<file path="src/mdfs_pkg.sv">
`timescale 1ns / 1ps
`default_nettype none

package mdfs_pkg;

  // Index width that holds any legal row or column of the mask
  localparam int IDX_W   = 12;
  // Signed width for clipping arithmetic on coordinates and bounds
  localparam int COORD_W = 14;
  localparam int COUNT_W = 11;
  localparam logic [COUNT_W-1:0] COUNT_MAX = 11'h7FF;
  localparam int QUEUE_DEPTH = 2;

  typedef logic [IDX_W-1:0]          idx_t;
  typedef logic signed [COORD_W-1:0] coord_t;
  typedef logic [COUNT_W-1:0]        count_t;

  typedef enum logic [1:0] {
    ACT_START     = 2'd0,
    ACT_FEATURE   = 2'd1,
    ACT_CANDIDATE = 2'd2
  } action_t;

  typedef enum logic [1:0] {
    CFG_ROWS_USED    = 2'd0,
    CFG_COLS_USED    = 2'd1,
    CFG_MIN_DISTANCE = 2'd2,
    CFG_NEEDED_COUNT = 2'd3
  } cfg_reg_t;

  typedef struct packed {
    logic [9:0]  rows_used;
    logic [9:0]  cols_used;
    logic [4:0]  min_distance;
    logic [10:0] needed_count;
  } cfg_t;

  // Classified item handed from front to back
  typedef struct packed {
    logic [1:0] action;
    logic       in_area;
    logic       empty;
    idx_t       r0;
    idx_t       r1;
    idx_t       c0;
    idx_t       c1;
    idx_t       row;
    idx_t       col;
  } cmd_t;

  typedef enum logic [1:0] {
    BK_FILL,
    BK_IDLE,
    BK_CHECK,
    BK_CLEAR
  } bk_state_t;

endpackage

`default_nettype wire

</file>
<file path="src/mdfs_in_if.sv">
`timescale 1ns / 1ps
`default_nettype none

interface mdfs_in_if;
  logic              valid;
  logic              ready;
  logic [1:0]        action;
  logic signed [11:0] point_row;
  logic signed [11:0] point_col;

  modport source (output valid, output action, output point_row, output point_col,
                  input ready);
  modport sink (input valid, input action, input point_row, input point_col,
                output ready);
endinterface

`default_nettype wire

</file>
<file path="src/mdfs_front.sv">
`timescale 1ns / 1ps
`default_nettype none

module mdfs_front #(
  parameter int MAX_ROWS = 512,
  parameter int MAX_COLS = 512
) (
  input  wire logic          hold,
  input  wire mdfs_pkg::cfg_t cfg,
  mdfs_in_if.sink            item,
  input  wire logic          q_full,
  output logic               push,
  output mdfs_pkg::cmd_t     cmd
);

  mdfs_pkg::coord_t prow, pcol, radius, nrows, ncols;
  mdfs_pkg::coord_t rlo, rhi, clo, chi;

  // Take a transaction whenever the queue has room and hold is low
  assign item.ready = !hold && !q_full;
  assign push       = item.valid && item.ready;

  // Clip the square to the active area and test the point
  always_comb begin
    prow   = mdfs_pkg::coord_t'(item.point_row);
    pcol   = mdfs_pkg::coord_t'(item.point_col);
    radius = mdfs_pkg::coord_t'(cfg.min_distance);
    nrows  = (cfg.rows_used < MAX_ROWS) ? mdfs_pkg::coord_t'(cfg.rows_used)
                                        : mdfs_pkg::coord_t'(MAX_ROWS);
    ncols  = (cfg.cols_used < MAX_COLS) ? mdfs_pkg::coord_t'(cfg.cols_used)
                                        : mdfs_pkg::coord_t'(MAX_COLS);

    rlo = prow - radius;
    if (rlo < 0) rlo = '0;
    rhi = prow + radius;
    if (rhi > nrows - mdfs_pkg::coord_t'(1)) rhi = nrows - mdfs_pkg::coord_t'(1);
    clo = pcol - radius;
    if (clo < 0) clo = '0;
    chi = pcol + radius;
    if (chi > ncols - mdfs_pkg::coord_t'(1)) chi = ncols - mdfs_pkg::coord_t'(1);

    cmd.action  = item.action;
    cmd.empty   = (rlo > rhi) || (clo > chi);
    cmd.in_area = (prow >= 0) && (prow < nrows) && (pcol >= 0) && (pcol < ncols);
    cmd.r0      = mdfs_pkg::idx_t'(rlo);
    cmd.r1      = mdfs_pkg::idx_t'(rhi);
    cmd.c0      = mdfs_pkg::idx_t'(clo);
    cmd.c1      = mdfs_pkg::idx_t'(chi);
    cmd.row     = mdfs_pkg::idx_t'(prow);
    cmd.col     = mdfs_pkg::idx_t'(pcol);
  end

endmodule

`default_nettype wire

</file>
<file path="src/flat_wrapper.sv">
// flat-port wrapper written by rule: the top's interface ports become plain ports
module mdfs_front_flat 
#(
  parameter int MAX_ROWS = 512,
  parameter int MAX_COLS = 512
)
  (hold, cfg, q_full, push, cmd, item_valid, item_action, item_point_row, item_point_col, item_ready);
  mdfs_in_if item_i ();
  input  wire logic hold;
  input  wire mdfs_pkg::cfg_t cfg;
  input  wire logic q_full;
  output logic push;
  output mdfs_pkg::cmd_t cmd;
  input wire logic [$bits(item_i.valid)-1:0] item_valid;
  input wire logic [$bits(item_i.action)-1:0] item_action;
  input wire logic [$bits(item_i.point_row)-1:0] item_point_row;
  input wire logic [$bits(item_i.point_col)-1:0] item_point_col;
  output wire logic [$bits(item_i.ready)-1:0] item_ready;
  assign item_i.valid = item_valid;
  assign item_i.action = item_action;
  assign item_i.point_row = item_point_row;
  assign item_i.point_col = item_point_col;
  assign item_ready = item_i.ready;
  mdfs_front #(.MAX_ROWS(MAX_ROWS), .MAX_COLS(MAX_COLS)) u_core (.hold(hold), .cfg(cfg), .item(item_i), .q_full(q_full), .push(push), .cmd(cmd));
endmodule
</file>
<file path="config.mk">
export PLATFORM = sky130hd
export DESIGN_NAME = mdfs_front_flat
export DESIGN_NICKNAME = d
export VERILOG_FILES = /design/src/mdfs_pkg.sv /design/src/mdfs_in_if.sv /design/src/mdfs_front.sv /design/src/flat_wrapper.sv
export SDC_FILE = /design/constraint.sdc
export NUM_CORES = 1
export LEC_CHECK = 0
export ABC_AREA = 1
export BUFFER_PORTS_ARGS = -buffer_cell sky130_fd_sc_hd__buf_2
export CAP_MARGIN = 25
export CORE_UTILIZATION = 25
export DETAILED_ROUTE_END_ITERATION = 16
export SYNTH_ARGS = -nofsm -noshare
export SYNTH_HDL_FRONTEND = slang
export SYNTH_SLANG_ARGS = --single-unit
</file>
<file path="constraint.sdc">
create_clock -name vclk -period 8.15
set_input_delay 1.63 -clock vclk [all_inputs]
set_output_delay 1.63 -clock vclk [all_outputs]
set_load 0.01 [all_outputs]
</file>
Word level (Yosys, flattened, before mapping):

Cells that the tools add are included.
Widths: inputs -> output; s select.

* multiplexer cells: 6
* equal/unequal tests: 0
* multiply operators: 0
* reduce and logical (&&, ||, !) cells: 8
* magnitude comparators: 12
* div/mod/pow operators: 0
* shift-type cells: 0
* bitwise gates (word level): 0
* $add $sub $neg: 6

Operators by type and width (number)
* $gt 14x14->1: 4
* $mux 14: 4
* $sub 14x2->14 const B: 2
* $add 12x6->13: 2
* $lt 13x1->1 const B: 2
* $sub 12x6->13: 2
* $ge 12x1->1 const B: 2
* $lt 12x11->1: 2
* $lt 10x10->1 const B: 2
* $mux 10: 2
* $logic_and 1x1->1: 5
* $logic_not 1->1: 2
* $logic_or 1x1->1: 1

* bits of input ports: 65
* memory bits (read-only): 0
* memories kept: 0
* flip-flop bits (word level): 0
* memory bits (writable): 0
* logic and storage cells: 32
* bits in latches: 0

Logic depth before layout (Yosys ltp):

* word-level depth: 7
* mapped depth: 39
* gate-level depth less buffers: 38

Worst setup path after synthesis:

Ideal clock, no wire load.

* path kind: input-to-output
* start point: input item_point_row[0]
* end point: output cmd[72] (netlist bit)
* stages on the path: 37
* data arrival time: 5.806 ns
* setup slack: 0.714 ns
* cells stage by stage: ha_1 inv_1 fa_1 o31ai_1 nand2_1 a21oi_1 nand2_1 inv_1 nand4_1 nand2_1 inv_1 ha_1 nand2_1 nor2_1 nand2_1 nor2_2 nand2_1 nand3_1 nand2_1 nand2_1 nand2_2 buf_6 o21ai_1 inv_1 ha_1 nand4_1 inv_1 o21ai_0 o211ai_1 nand2_1 a21oi_1 a211oi_1 a41oi_1 nand2_1 nand2_1 inv_1 nand2_1

RTL lines
* start: declaration: RTL line flat_wrapper.sv:16 `input wire logic [$bits(item_i.point_row)-1:0] item_point_row;`
* end: declaration: RTL line flat_wrapper.sv:13 `output mdfs_pkg::cmd_t cmd;`

==> results by group <==
Finish
  – Sequential cell area: 0 µm²
  – Seq_cells: 0
  – Clkbuf count: 0
  – Area Growth Syn to Fin: 29.3%
  – Fill count: 1874
  – Ant diodes: 0
  – Multi-input gate area: approximately 0.0037 mm²
  – Final Cell Area: 0.00544 mm²
  – Layout Nets: 989
  – Layout cells sized above 1: 32.4%

Pwr
  – Max IR drop VDD: around 0.000039 V
  – Static leakage: 3.06 nW
  – P per Cell Area: roughly 85 mW/mm²

Routing
  – Via count: 4687
  – Via density: around 4.4
  – DRT Wirelength: roughly 13000 µm
  – DRT Pass-1 Iters: 5
  – Avg WL per Cell: ~13 µm
  – Antenna-violating nets left: 0
  – Residual DRC: 0
  – 1st-iter DRT viols: 224

Worst setup path
  – CP most frequent cell: nand2_1
  – Worst EP arrival: 6.19 ns
  – Critical Path Start Type: primary input
  – Worst Setup EP: cmd[72]
  – Crit. End Element: primary output
  – Critical path fanouts, max: 8
  – Worst path max stage delay: 0.33 ns
  – Crit path launch: cfg[13]
  – Crit path kind: primary input to primary output
  – CP max stage cell: ha_2
  – Worst EP required: 6.52 ns

Placement
  – DP Area: slightly above 0.005 mm²
  – PortBufs: 128
  – DP HPWL: 11800 µm
  – Gpl congestion: 0.862

Logic synthesis
  – Synth unique cells: between 40 and 50
  – Synth Area in XOR/XNOR: 6.42%
  – Compound-Gate Fraction of Synth Area: approximately 14%
  – Syn_area_per_cell: between 6 and 7 µm²
  – Synth Area in Adders: 26.5%
  – Synth Net Count: around 850
  – Yosys warnings: 0
  – Synth Instances: 696
  – Synth Area in Simple Gates: 35.5%
  – Multiplexer area fraction after synthesis: 0%
  – Largest family of logic cells by synthesized area: simple AND/OR/NAND/NOR gates
  – Register area share after synthesis: 0%
  – Netlist Area Pre-Place: ~0.0042 mm²

Global route
  – Antenna violations before repair: 0
  – Grt total ovfl: 0
  – Total track usage: 14.9%
  – Maximum number of pins on one net before global-route repair: 15
  – First-pass GRT wire length: 21000 µm
  – Vias in the first global route: 4270

STA
  – Max Freq: 128 MHz
  – Hold Vio Cnt, Final: 0
  – Slew @ Worst Pin: 0.614 ns
  – Clock period minus worst slack: 7.82 ns
  – Hold Slack: 3.26 ns
  – Max-slew headroom: 58.8%
  – Slew Viols, Final: 0
  – Final setup TNS: 0 ns
  – Period Utilization, post-route: 96.0%
  – Final setup vio count: 0

Worst hold path
  – Hold Crit Depth: 0
  – Hold Path Origin: item_action[0]
  – Type of the worst min-delay path: primary input to primary output

Run
  – Max-Cap Viols: 0

Die
  – Cell Rows: 47
  – Die area: 0.0174 mm²
  – Chip height: 132 µm
  – Starting Density: around a quarter
  – Core Region: around 0.017 mm²
  – Boundary Pins: 143
  – Width of the die: 132 µm

Status
  – Status: finished clean

Clock network
  – Hold_buf cts: 0
[through the flow]
step | utilization, % | setup WS [ns] | power, mW | instances
after floorplan | - | 0.714 | 0.287 | 696
after global placement | 30.9 | 0.0820 | 0.420 | 1042
after detailed placement | 30.9 | 0.104 | 0.423 | 1042
after CTS | 30.9 | 0.0828 | 0.425 | 1042
after global routing | 32.9 | -0.0369 | 0.523 | 1056
final | 32.9 | 0.326 | 0.461 | 1056
[area by class of cell]
| cell class | instances | area share, % |
|---|---|---|
| Tap cell | 220 | 5.06 |
| Multi-Input combinational cell | 539 | 67.8 |
| Timing Repair Buffer | 172 | 18.2 |
| Inverter | 125 | 8.90 |
[how the worst min path moves through the flow]
stage                  to
6_report          cmd[74]
5_1_grt           cmd[74]
4_1_cts           cmd[74]
3_5_place_dp      cmd[74]
3_3_place_gp      cmd[74]
2_1_floorplan  item_ready
[critical path, delay by kind of cell]
| family | cells | cell delay [ns] |
|---|---|---|
| simple gates | 15 | 1.43 |
| compound gates | 9 | 1.23 |
| fa+ha+maj | 3 | 0.87 |
| buf+inv | 7 | 0.76 |
| xor+xnor | 1 | 0.25 |
[cells by family after synthesis]
kind of cell,count (synthesis)
XOR/XNOR,30
AND/OR/NAND/NOR,319
buffers and inverters,158
AO/OA/AOI/OAI,102
adder cells (fa/ha/maj),87
[what timing repair did]
item                       CTS  global route
setup buffers                0            13
setup endpoints to repair    0             1
resized for setup            0            62
[layout by cell type (no fill, tap or decap), types with 10 or more instances in the layout]
cell / synthesis / routed
o21ai_2: 8 / 10
ha_1: 82 / 77
a21oi_1: 42 / 39
buf_2: 2 / 126
nor2_1: 62 / 58
nand2_1: 152 / 144
nor2_2: 9 / 13
inv_1: 110 / 106
nand4_1: 11 / 11
nand2_2: 12 / 19
nand3_1: 30 / 29
inv_2: 13 / 16
xor2_1: 23 / 23
buf_4: 26 / 43
o21ai_0: 26 / 23
nor3_1: 18 / 18
[layer usage]
metal  share of wire, %  GRT usage (%)  vias up  routed length, µm
met5                  0              0        -                  0
met3                3.2          0.500        2                431
met1                 49           20.7     2073               6610
met2                 48           26.9       96               6400
li1                   -              -     2516                  -
met4               0.10          0.194        0                 14
[report_power, final]
| part | switching, mW | internal [mW] | total, mW |
|---|---|---|---|
| Sequential | 0 | 0 | 0 |
| Clock | 0 | 0 | 0 |
| Combinational | 0.274 | 0.187 | 0.461 |
[cells in the mapped netlist (5+ instances only)]
| library cell | n | share of area, % |
|---|---|---|
| nor2_4 | 5 | 1.3 |
| nand2_2 | 12 | 1.8 |
| nand2_4 | 6 | 1.6 |
| nand3_1 | 30 | 3.6 |
| nor2_1 | 62 | 5.5 |
| nand2_1 | 152 | 14 |
| xor2_1 | 23 | 4.8 |
| nand4_1 | 11 | 1.6 |
| inv_1 | 110 | 9.8 |
| a211oi_1 | 5 | 0.89 |
| nor2_2 | 9 | 1.3 |
| inv_2 | 13 | 1.2 |
| buf_4 | 26 | 4.6 |
| ha_1 | 82 | 24 |
| nor4_1 | 5 | 0.74 |
| a21oi_1 | 42 | 5.0 |
| xnor2_1 | 6 | 1.2 |
| o21ai_0 | 26 | 3.1 |
| nor3_1 | 18 | 2.1 |
| o21ai_2 | 8 | 1.7 |
No activity file was read; power rests on OpenSTA's default activity.
