### src/mdfs_pkg.sv
`timescale 1ns / 1ps
`default_nettype none

package mdfs_pkg;

  // Index width that holds any legal row or column of the mask
  localparam int IDX_W   = 12;
  // Signed width for clipping arithmetic on coordinates and bounds
  localparam int COORD_W = 14;
  localparam int COUNT_W = 11;
  localparam logic [COUNT_W-1:0] COUNT_MAX = 11'h7FF;
  localparam int QUEUE_DEPTH = 2;

  typedef logic [IDX_W-1:0]          idx_t;
  typedef logic signed [COORD_W-1:0] coord_t;
  typedef logic [COUNT_W-1:0]        count_t;

  typedef enum logic [1:0] {
    ACT_START     = 2'd0,
    ACT_FEATURE   = 2'd1,
    ACT_CANDIDATE = 2'd2
  } action_t;

  typedef enum logic [1:0] {
    CFG_ROWS_USED    = 2'd0,
    CFG_COLS_USED    = 2'd1,
    CFG_MIN_DISTANCE = 2'd2,
    CFG_NEEDED_COUNT = 2'd3
  } cfg_reg_t;

  typedef struct packed {
    logic [9:0]  rows_used;
    logic [9:0]  cols_used;
    logic [4:0]  min_distance;
    logic [10:0] needed_count;
  } cfg_t;

  // Classified item handed from front to back
  typedef struct packed {
    logic [1:0] action;
    logic       in_area;
    logic       empty;
    idx_t       r0;
    idx_t       r1;
    idx_t       c0;
    idx_t       c1;
    idx_t       row;
    idx_t       col;
  } cmd_t;

  typedef enum logic [1:0] {
    BK_FILL,
    BK_IDLE,
    BK_CHECK,
    BK_CLEAR
  } bk_state_t;

endpackage

`default_nettype wire

### src/mdfs_cmd_queue.sv
`timescale 1ns / 1ps
`default_nettype none

module mdfs_cmd_queue (
  input  wire logic           clk,
  input  wire logic           rst,
  input  wire logic           push,
  input  wire mdfs_pkg::cmd_t push_cmd,
  output logic                full,
  input  wire logic           pop,
  output logic                q_valid,
  output mdfs_pkg::cmd_t      q_cmd
);

  localparam int PW = $clog2(mdfs_pkg::QUEUE_DEPTH);
  localparam int CW = $clog2(mdfs_pkg::QUEUE_DEPTH + 1);

  mdfs_pkg::cmd_t entry [mdfs_pkg::QUEUE_DEPTH];
  logic [PW-1:0]  wr_ptr, rd_ptr;
  logic [CW-1:0]  fill;

  assign full    = (fill == CW'(mdfs_pkg::QUEUE_DEPTH));
  assign q_valid = (fill != '0);
  assign q_cmd   = entry[rd_ptr];

  // Advance pointers and fill level
  always_ff @(posedge clk) begin
    if (rst) begin
      wr_ptr <= '0;
      rd_ptr <= '0;
      fill   <= '0;
    end else begin
      if (push) begin
        wr_ptr <= (wr_ptr == PW'(mdfs_pkg::QUEUE_DEPTH - 1)) ? '0 : wr_ptr + PW'(1);
      end
      if (pop) begin
        rd_ptr <= (rd_ptr == PW'(mdfs_pkg::QUEUE_DEPTH - 1)) ? '0 : rd_ptr + PW'(1);
      end
      if (push && !pop) begin
        fill <= fill + CW'(1);
      end else if (pop && !push) begin
        fill <= fill - CW'(1);
      end
    end
  end

  // Store entries
  always_ff @(posedge clk) begin
    if (push) begin
      entry[wr_ptr] <= push_cmd;
    end
  end

endmodule

`default_nettype wire

### config.mk
export PLATFORM = sky130hd
export DESIGN_NAME = mdfs_cmd_queue
export DESIGN_NICKNAME = d
export VERILOG_FILES = /design/src/mdfs_pkg.sv /design/src/mdfs_cmd_queue.sv
export SDC_FILE = /design/constraint.sdc
export NUM_CORES = 1
export LEC_CHECK = 0
export BUFFER_PORTS_ARGS = -buffer_cell sky130_fd_sc_hd__buf_4
export CAP_MARGIN = 0
export CORE_UTILIZATION = 45
export DETAILED_ROUTE_END_ITERATION = 10
export PLACE_DENSITY = 0.71
export SLEW_MARGIN = 20
export SYNTH_ARGS = -nofsm -noshare
export SYNTH_HDL_FRONTEND = slang
export SYNTH_SLANG_ARGS = --single-unit
### constraint.sdc
create_clock -name clk -period 6.5 [get_ports clk]
set_clock_uncertainty 0.2 [all_clocks]
set_input_delay 1.3 -clock clk [delete_from_list [all_inputs] [get_ports clk]]
set_output_delay 1.3 -clock clk [all_outputs]
set_load 0.005 [all_outputs]
# After elaboration in Yosys (flattened, before gate mapping)
# Memories as Yosys holds them, arrays and structs flattened. A register that Yosys moved wholly into a read port is not among the register bits.
# Cells that the tools add are included.
# word_totals
regBits,4
mem_bits_rw,152
input_bits,80
word_cells,23
mem_count,1
# mem_list
memory,words,width,rd,rd_ports_with_merged_regs,write_ports,line,text
entry,2,76,1,1,1,mdfs_cmd_queue.sv:18,mdfs_pkg::cmd_t entry [mdfs_pkg::QUEUE_DEPTH];
# classes
n_addsub,4
n_eq_ne,1
mux,8
n_reduce_logical,6
# ops
operator,n
1-bit 2-to-1 mux,6
2-bit 2-to-1 mux,2
2-bit nonzero test,2
"1-bit adder, second input constant",2
"2-bit by 1-bit adder with 2-bit output, second input constant",1
"2-bit == test, second input constant",1
1-bit logical AND,2
1-bit zero test,2
"2-bit by 1-bit subtractor with 2-bit output, second input constant",1

# Longest topological paths before layout
# Gate-level depths: netlist of run 1.
# depth
ltp_word,4
mapped_depth,5

# Least setup slack after synthesis of run 1
# OpenSTA, ideal clock, no wires.
# synth_path
path_type,input-to-reg
startpoint,input port push
endpoint,memory entry[0][0] (netlist name) (enable)
t_arrival_ns,4.627
setup_slack_ns,1.153
stages,1
path_buffers,0
cell_sequence,nor2b_1
# synth_between
elab_chain_cells,2
# synth_lines
element,line,text
start: declaration,mdfs_cmd_queue.sv:7,"input wire logic push,"
1-bit 2-to-1 mux,mdfs_cmd_queue.sv:49,if (push) begin
1-bit 2-to-1 mux (implied by the code),mdfs_cmd_queue.sv:50,entry[wr_ptr] <= push_cmd;
end: declaration,mdfs_cmd_queue.sv:18,
# No other way between the ends.

==> results of run 1 <==
[worst paths after layout]
path / cells past startpoint / from / to
worst max-delay path: 3 / register / q_cmd[0]
worst min-delay path: 2 / fill[1] / fill[1]
worst max register to register: 3 / wr_ptr / entry[0][51]
worst min register to register: 2 / fill[1] / fill[1]
[flip-flops by register name, summed over array words and instances, names as in the netlist, named ones only]
register / cells
entry: 152
fill: 2
rd_ptr: 1
wr_ptr: 1
[layout make-up]
cell class                 instances  area (um^2)  area share [%]
timing repair buffer             160         1210            15.6
clock inverter                    10          124            1.59
clock buffer                      20          437            5.61
sequential                       157         4670            60.0
tap                              172          215            2.77
inverter                           1         3.75          0.0482
multi-input combinational         92         1120            14.4
[power by group]
group          switching [W]  leakage (nW)  internal (W)  total [W]
Combinational       0.000105          1.27      0.000169   0.000274
Clock               0.000355         0.280      0.000593   0.000948
Sequential         0.0000236          1.47       0.00118    0.00121
Total               0.000484          3.02       0.00194    0.00243
[layer usage]
layer	vias up	global-route usage [%]
met1	1396	17.6
met5	-	0
li1	1359	-
met2	116	24.2
met3	16	7.32
met4	0	7.95
[per-stage QoR]
stage / instances / hold WS [ns] / instance area, um^2 / worst slack [ns] / power (W)
detailed placement: 581 / 0.301 / 7200 / 2.94 / 0.00150
global route: 612 / 0.335 / 7780 / 2.47 / 0.00251
global placement: 581 / 0.273 / 7200 / 2.97 / 0.00149
CTS: 611 / 0.315 / 7760 / 2.52 / 0.00245
floorplan: 258 / 0.256 / 5850 / 1.15 / 0.00136
finish: 612 / 0.319 / 7780 / 2.60 / 0.00243
[cell usage after synthesis]
cell type  count  area [um^2]
a21oi_1        1         5.00
and2_1         1         6.26
buf_2          3         15.0
buf_4          1         7.51
buf_6          4         45.0
dfxtp_1        5          100
edfxtp_1     152         4560
ha_1           1         12.5
inv_1          1         3.75
mux2_2        36          405
mux2_4        40          601
nor2_1         4         15.0
nor2b_1        2         12.5
o21ai_0        1         5.00
or2_2          1         6.26
or3_1          1         6.26
xnor2_1        2         17.5
xor2_1         2         17.5
[placed cells by master, fill, tap and decap left out, drive strengths merged, types with 3 or more instances in the layout]
cell type | Yosys | layout
mux2 | 76 | 76
edfxtp | 152 | 152
clkinv | 0 | 7
clkbuf | 0 | 20
buf | 8 | 160
dfxtp | 5 | 5
nor2 | 4 | 4
bufinv | 0 | 3
[logic make-up (layout without fill, tap and decap cells)]
| kind of cell | count (synthesis) | count (layout) | synth area share, % |
|---|---|---|---|
| XOR/XNOR | 4 | 4 | 0.599 |
| AND/OR/NAND/NOR | 9 | 9 | 0.792 |
| AO/OA/AOI/OAI | 2 | 2 | 0.171 |
| flip-flops | 157 | 157 | 79.8 |
| buffers and inverters | 9 | 191 | 1.22 |
| adder cells (fa/ha/maj) | 1 | 1 | 0.214 |
| multiplexers | 76 | 76 | 17.2 |
[critical path, cell delays in order (launching register included)]
cell	delay (ns)
dfxtp_4	0.64
buf_4	0.71
mux2_2	0.43
buf_4	0.14
==> flow_summary_export.csv, run 1 <==
group,metric,value,unit
detailed_routing,vias,2887,
timing,fin_crit_sh,60.0,%
timing,fmax,256,MHz
global_routing,grt_pass1_vias,2958,
placement,portBuffers,157,
global_routing,antenna_found_initial,0,
clock_network,h-tree-depth,4,
detailed_routing,ant_nets,0,
worst_hold_path,min-delay-path-class,"reg2reg",
critical_path,cp-start-kind,"register",
critical_path,reg2reg_slack,4.45,ns
clock_network,cts.sinks,157,
final_layout,n_fill_cell,947,
clock_network,clk_pin_slew_worst_paths,0.06,ns
floorplanning,io_pins,158,
floorplanning,core,0.0126,mm^2
synthesis,syn_area,0.00585,mm^2
placement,gp_congestion,0.679,
global_routing,grt_overflow,0,
job,maxCapViolations,0,
critical_path,worstPathRequired,5.00,ns
synthesis,yosys_warnings,0,
detailed_routing,drc,0,
floorplanning,die-height,116,um
synthesis,ys_seq_area_share,79.8,%
clock_network,cts_made_buffers,17,
global_routing,grt_pass1_wl,14.7,mm
detailed_routing,met3_length,927,um
final_layout,area_growth,33.1,%
floorplanning,start_util,46.3,%
placement,place_hpwl,6.29,mm
detailed_routing,top_layer,"met4",
timing,finalHoldViolCount,0,
global_routing,grt_util_all_layers,15.4,%
detailed_routing,wl_per_cell,16.3,um
timing,drv_slew,0,
outcome,status,"complete, no violations",
detailed_routing,met1_length,4.11,mm
detailed_routing,viasPerCell,4.72,
critical_path,path_max_fanout,50,
synthesis,syn_avg_cell_area,22.7,um^2
timing,setup_tns,0,ns
clock_network,cts_root_buf,"clkbuf_16",
final_layout,layout-drive-gt1-share,60.5,%
global_routing,grt_max_degree,77,
final_layout,fin_util,61.7,%
clock_network,ctsHoldBuffers,0,
clock_network,cts_tree,"built",
final_layout,nets,510,
floorplanning,fp-row-count,41,
floorplanning,die_area,0.0135,mm^2
timing,relSlewSlack,29.4,%
power,leakage,3.02,nW
timing,setup_violations,0,
clock_network,post_cts_resized,0,
synthesis,ys_types,18,
timing,rsz0062_at_grt,"no",
detailed_routing,wl_met2,4.76,mm
power,peakVddDrop,0.000168,V
timing,tightest_slew,1.06,ns
synthesis,synth_cells,258,
synthesis,synth_fp_nets,339,
clock_network,cts.path.max_buffers,2,
clock_network,clock_latency,0.42,ns
detailed_routing,dr.pass1.iters,4,
clock_network,postCtsSetupBuffers,0,
critical_path,critPathKind,"reg2out",
final_layout,antennaDiodeCount,0,
timing,period_needed,3.90,ns
detailed_routing,drt_wl_total,9.96,mm
power,p_per_area,312,mW/mm^2
critical_path,crit_arrival,2.40,ns
synthesis,ys_ff_latch,157,
floorplanning,die-width,116,um
critical_path,endpoint_kind,"output port",
detailed_routing,dr.first_iter.drc_count,124,
No activity file was read; power rests on OpenSTA's default activity.
==> run 2: changes to the inputs <==
ABC_AREA = 1   (was default)
PLACE_DENSITY = 0.74   (was 0.71)
clock period = 3.2 ns   (was 6.5 ns; I/O delays follow)
==> flow_summary_export.csv, run 2 <==
group,metric,value,unit
outcome,status,"complete, no violations",
synthesis,syn_avg_cell_area,21.8,um^2
timing,rsz0062_at_grt,"no",
synthesis,syn_area,0.00586,mm^2
placement,place_hpwl,6.77,mm
critical_path,worstPathRequired,2.36,ns
final_layout,regMostFlops,"entry",
synthesis,synth_top_area_share,77.8,%
clock_network,h-tree-depth,4,
final_layout,largest_reg_flops,152,
power,peakVddDrop,0.000424,V
global_routing,grt_pass1_vias,3008,
critical_path,cp-start-kind,"register",
detailed_routing,viasPerCell,4.67,
timing,relSlewSlack,62.7,%
critical_path,ff2ff_path_depth,3,
clock_network,post_cts_resized,0,
timing,tightest_slew,0.560,ns
placement,dp.cells,598,
synthesis,synth_edf_count,152,
clock_network,cts.sinks,157,
detailed_routing,vias,2943,
timing,fin_crit_sh,83.3,%
detailed_routing,dr.first_iter.drc_count,131,
synthesis,yosysMostFrequentCell,"edfxtp_1",
clock_network,clock_latency,0.41,ns
timing,finalHoldViolCount,0,
clock_network,cts.path.max_buffers,2,
synthesis,synth_area_leader_cell,"edfxtp_1",
global_routing,grt_util_all_layers,15.5,%
floorplanning,die-width,116,um
floorplanning,die-height,116,um
floorplanning,fp-row-count,41,
timing,setup_tns,0,ns
detailed_routing,met1_length,4.06,mm
final_layout,multi_input_area,0.00111,mm^2
clock_network,cts_root_buf,"clkbuf_16",
detailed_routing,dr.pass1.iters,4,
critical_path,endpoint_kind,"output port",
synthesis,async_flop_share,0,%
global_routing,grt_overflow,0,
final_layout,antennaDiodeCount,0,
synthesis,yosys_warnings,0,
final_layout,reg_top3,"entry x152, fill x2",
clock_network,postCtsSetupBuffers,0,
critical_path,crit_arrival,1.83,ns
timing,drv_slew,0,
clock_network,cts_tree,"built",
power,p_per_area,616,mW/mm^2
detailed_routing,drc,0,
detailed_routing,wl_met2,5.19,mm
final_layout,nets,526,
final_layout,layout.cells.most_common,"buf_4",
synthesis,ys_seq_area_share,79.5,%
floorplanning,die_area,0.0135,mm^2
floorplanning,io_pins,158,
synthesis,yosys-top-cells-count,"edfxtp_1, mux2_4, mux2_2",
final_layout,fin_cells,630,
global_routing,grt_max_degree,42,
detailed_routing,wl_per_cell,16.0,um
timing,fmax,375,MHz
global_routing,antenna_found_initial,0,
clock_network,cts_made_buffers,17,
placement,gp_congestion,0.682,
detailed_routing,ant_nets,0,
clock_network,ctsHoldBuffers,0,
floorplanning,start_util,46.3,%
final_layout,register_area,0.00467,mm^2
final_layout,final_cell_mix,"buf_4, edfxtp_1, mux2_4, mux2_2, clkbuf_16",
synthesis,ys_ff_latch,157,
detailed_routing,met3_length,645,um
global_routing,grt_pass1_wl,14.9,mm
synthesis,ys_types,17,
floorplanning,core,0.0127,mm^2
final_layout,area_growth,33.6,%
timing,setup_violations,0,
worst_hold_path,min-delay-path-class,"in2reg",
synthesis,ys.flop_type,"edfxtp_1",
placement,portBuffers,157,
timing,period_needed,2.67,ns
synthesis,synth_fp_nets,350,
power,leakage,3.07,nW
job,maxCapViolations,0,
clock_network,clk_pin_slew_worst_paths,0.06,ns
detailed_routing,top_layer,"met4",
critical_path,critPathKind,"reg2out",
final_layout,layout-drive-gt1-share,59.8,%
final_layout,n_fill_cell,916,
detailed_routing,drt_wl_total,10.1,mm
synthesis,synth_cells,269,
synthesis,synth_area_leaders,"edfxtp_1, mux2_4, mux2_2",
critical_path,path_max_fanout,20,
worst_hold_path,min_path_cells,1,
-- run 2: cell types whose count changed in the layout (fill, tap and decap cells not counted), sizes merged, moves of 2 or more --
cell	change
inv	+7
nand2	+6
buf	+5
clkinv	+4
clkbuf	-2
clkinvlp	+2
nor2	+2
nor2b	-2
xor2	-2
-- run 2: stage by stage --
stage               instance area (um^2)  hold WS, ns  power, W  setup WS, ns  util (%)
finish                              7830        0.204   0.00483         0.534      61.8
global route                        7830        0.188   0.00499         0.450      61.8
CTS                                 7830        0.183   0.00488         0.484      61.8
detailed placement                  7280        0.306   0.00301         0.938      57.4
global placement                    7280        0.293   0.00299         0.954      57.4
floorplan                           5870        0.280   0.00271         0.388         -
-- run 2: power by group --
part | internal, W | leakage [nW] | total, W | switching [W]
Clock | 0.00113 | 0.276 | 0.00187 | 0.000742
Combinational | 0.000328 | 1.32 | 0.000536 | 0.000209
Sequential | 0.00238 | 1.47 | 0.00242 | 0.0000364
Total | 0.00384 | 3.07 | 0.00483 | 0.000987
-- run 2: layer usage --
metal  vias up  GRT usage, %
li1       1396             -
met1      1431          17.6
met2       101          26.4
met3        15          5.40
met4         0          7.18
met5         -             0
-- run 2: worst max-delay path: stages (launching register included) --
cell and delay [ns]:
dfxtp_4 0.53, buf_4 0.35, mux2_2 0.39, buf_4 0.14
-- run 2: worst paths after layout --
check              start            to  slack (ns)
max             register     q_cmd[60]        0.53
min          push_cmd[9]   entry[0][9]        0.20
max reg2reg       wr_ptr  entry[1][13]        1.47
min reg2reg       rd_ptr        rd_ptr        0.31
-- run 2: cell type report --
type | instances | area share, %
Inverter | 9 | 0.447
Timing Repair Buffer | 165 | 16.0
Clock buffer | 18 | 5.48
Sequential cell | 157 | 59.6
Clock inverter | 14 | 1.63
Tap cell | 172 | 2.75
Multi-Input combinational cell | 95 | 14.1
-- run 2: cell families (layout without fill, tap and decap cells) --
group	count (synthesis)	in the layout	synth area share, %
AO/OA/AOI/OAI	2	2	0.171
XOR/XNOR	1	1	0.149
adder cells (fa/ha/maj)	1	1	0.213
buffers and inverters	17	206	1.73
flip-flops	157	157	79.5
multiplexers	76	76	17.2
AND/OR/NAND/NOR	15	15	1.05
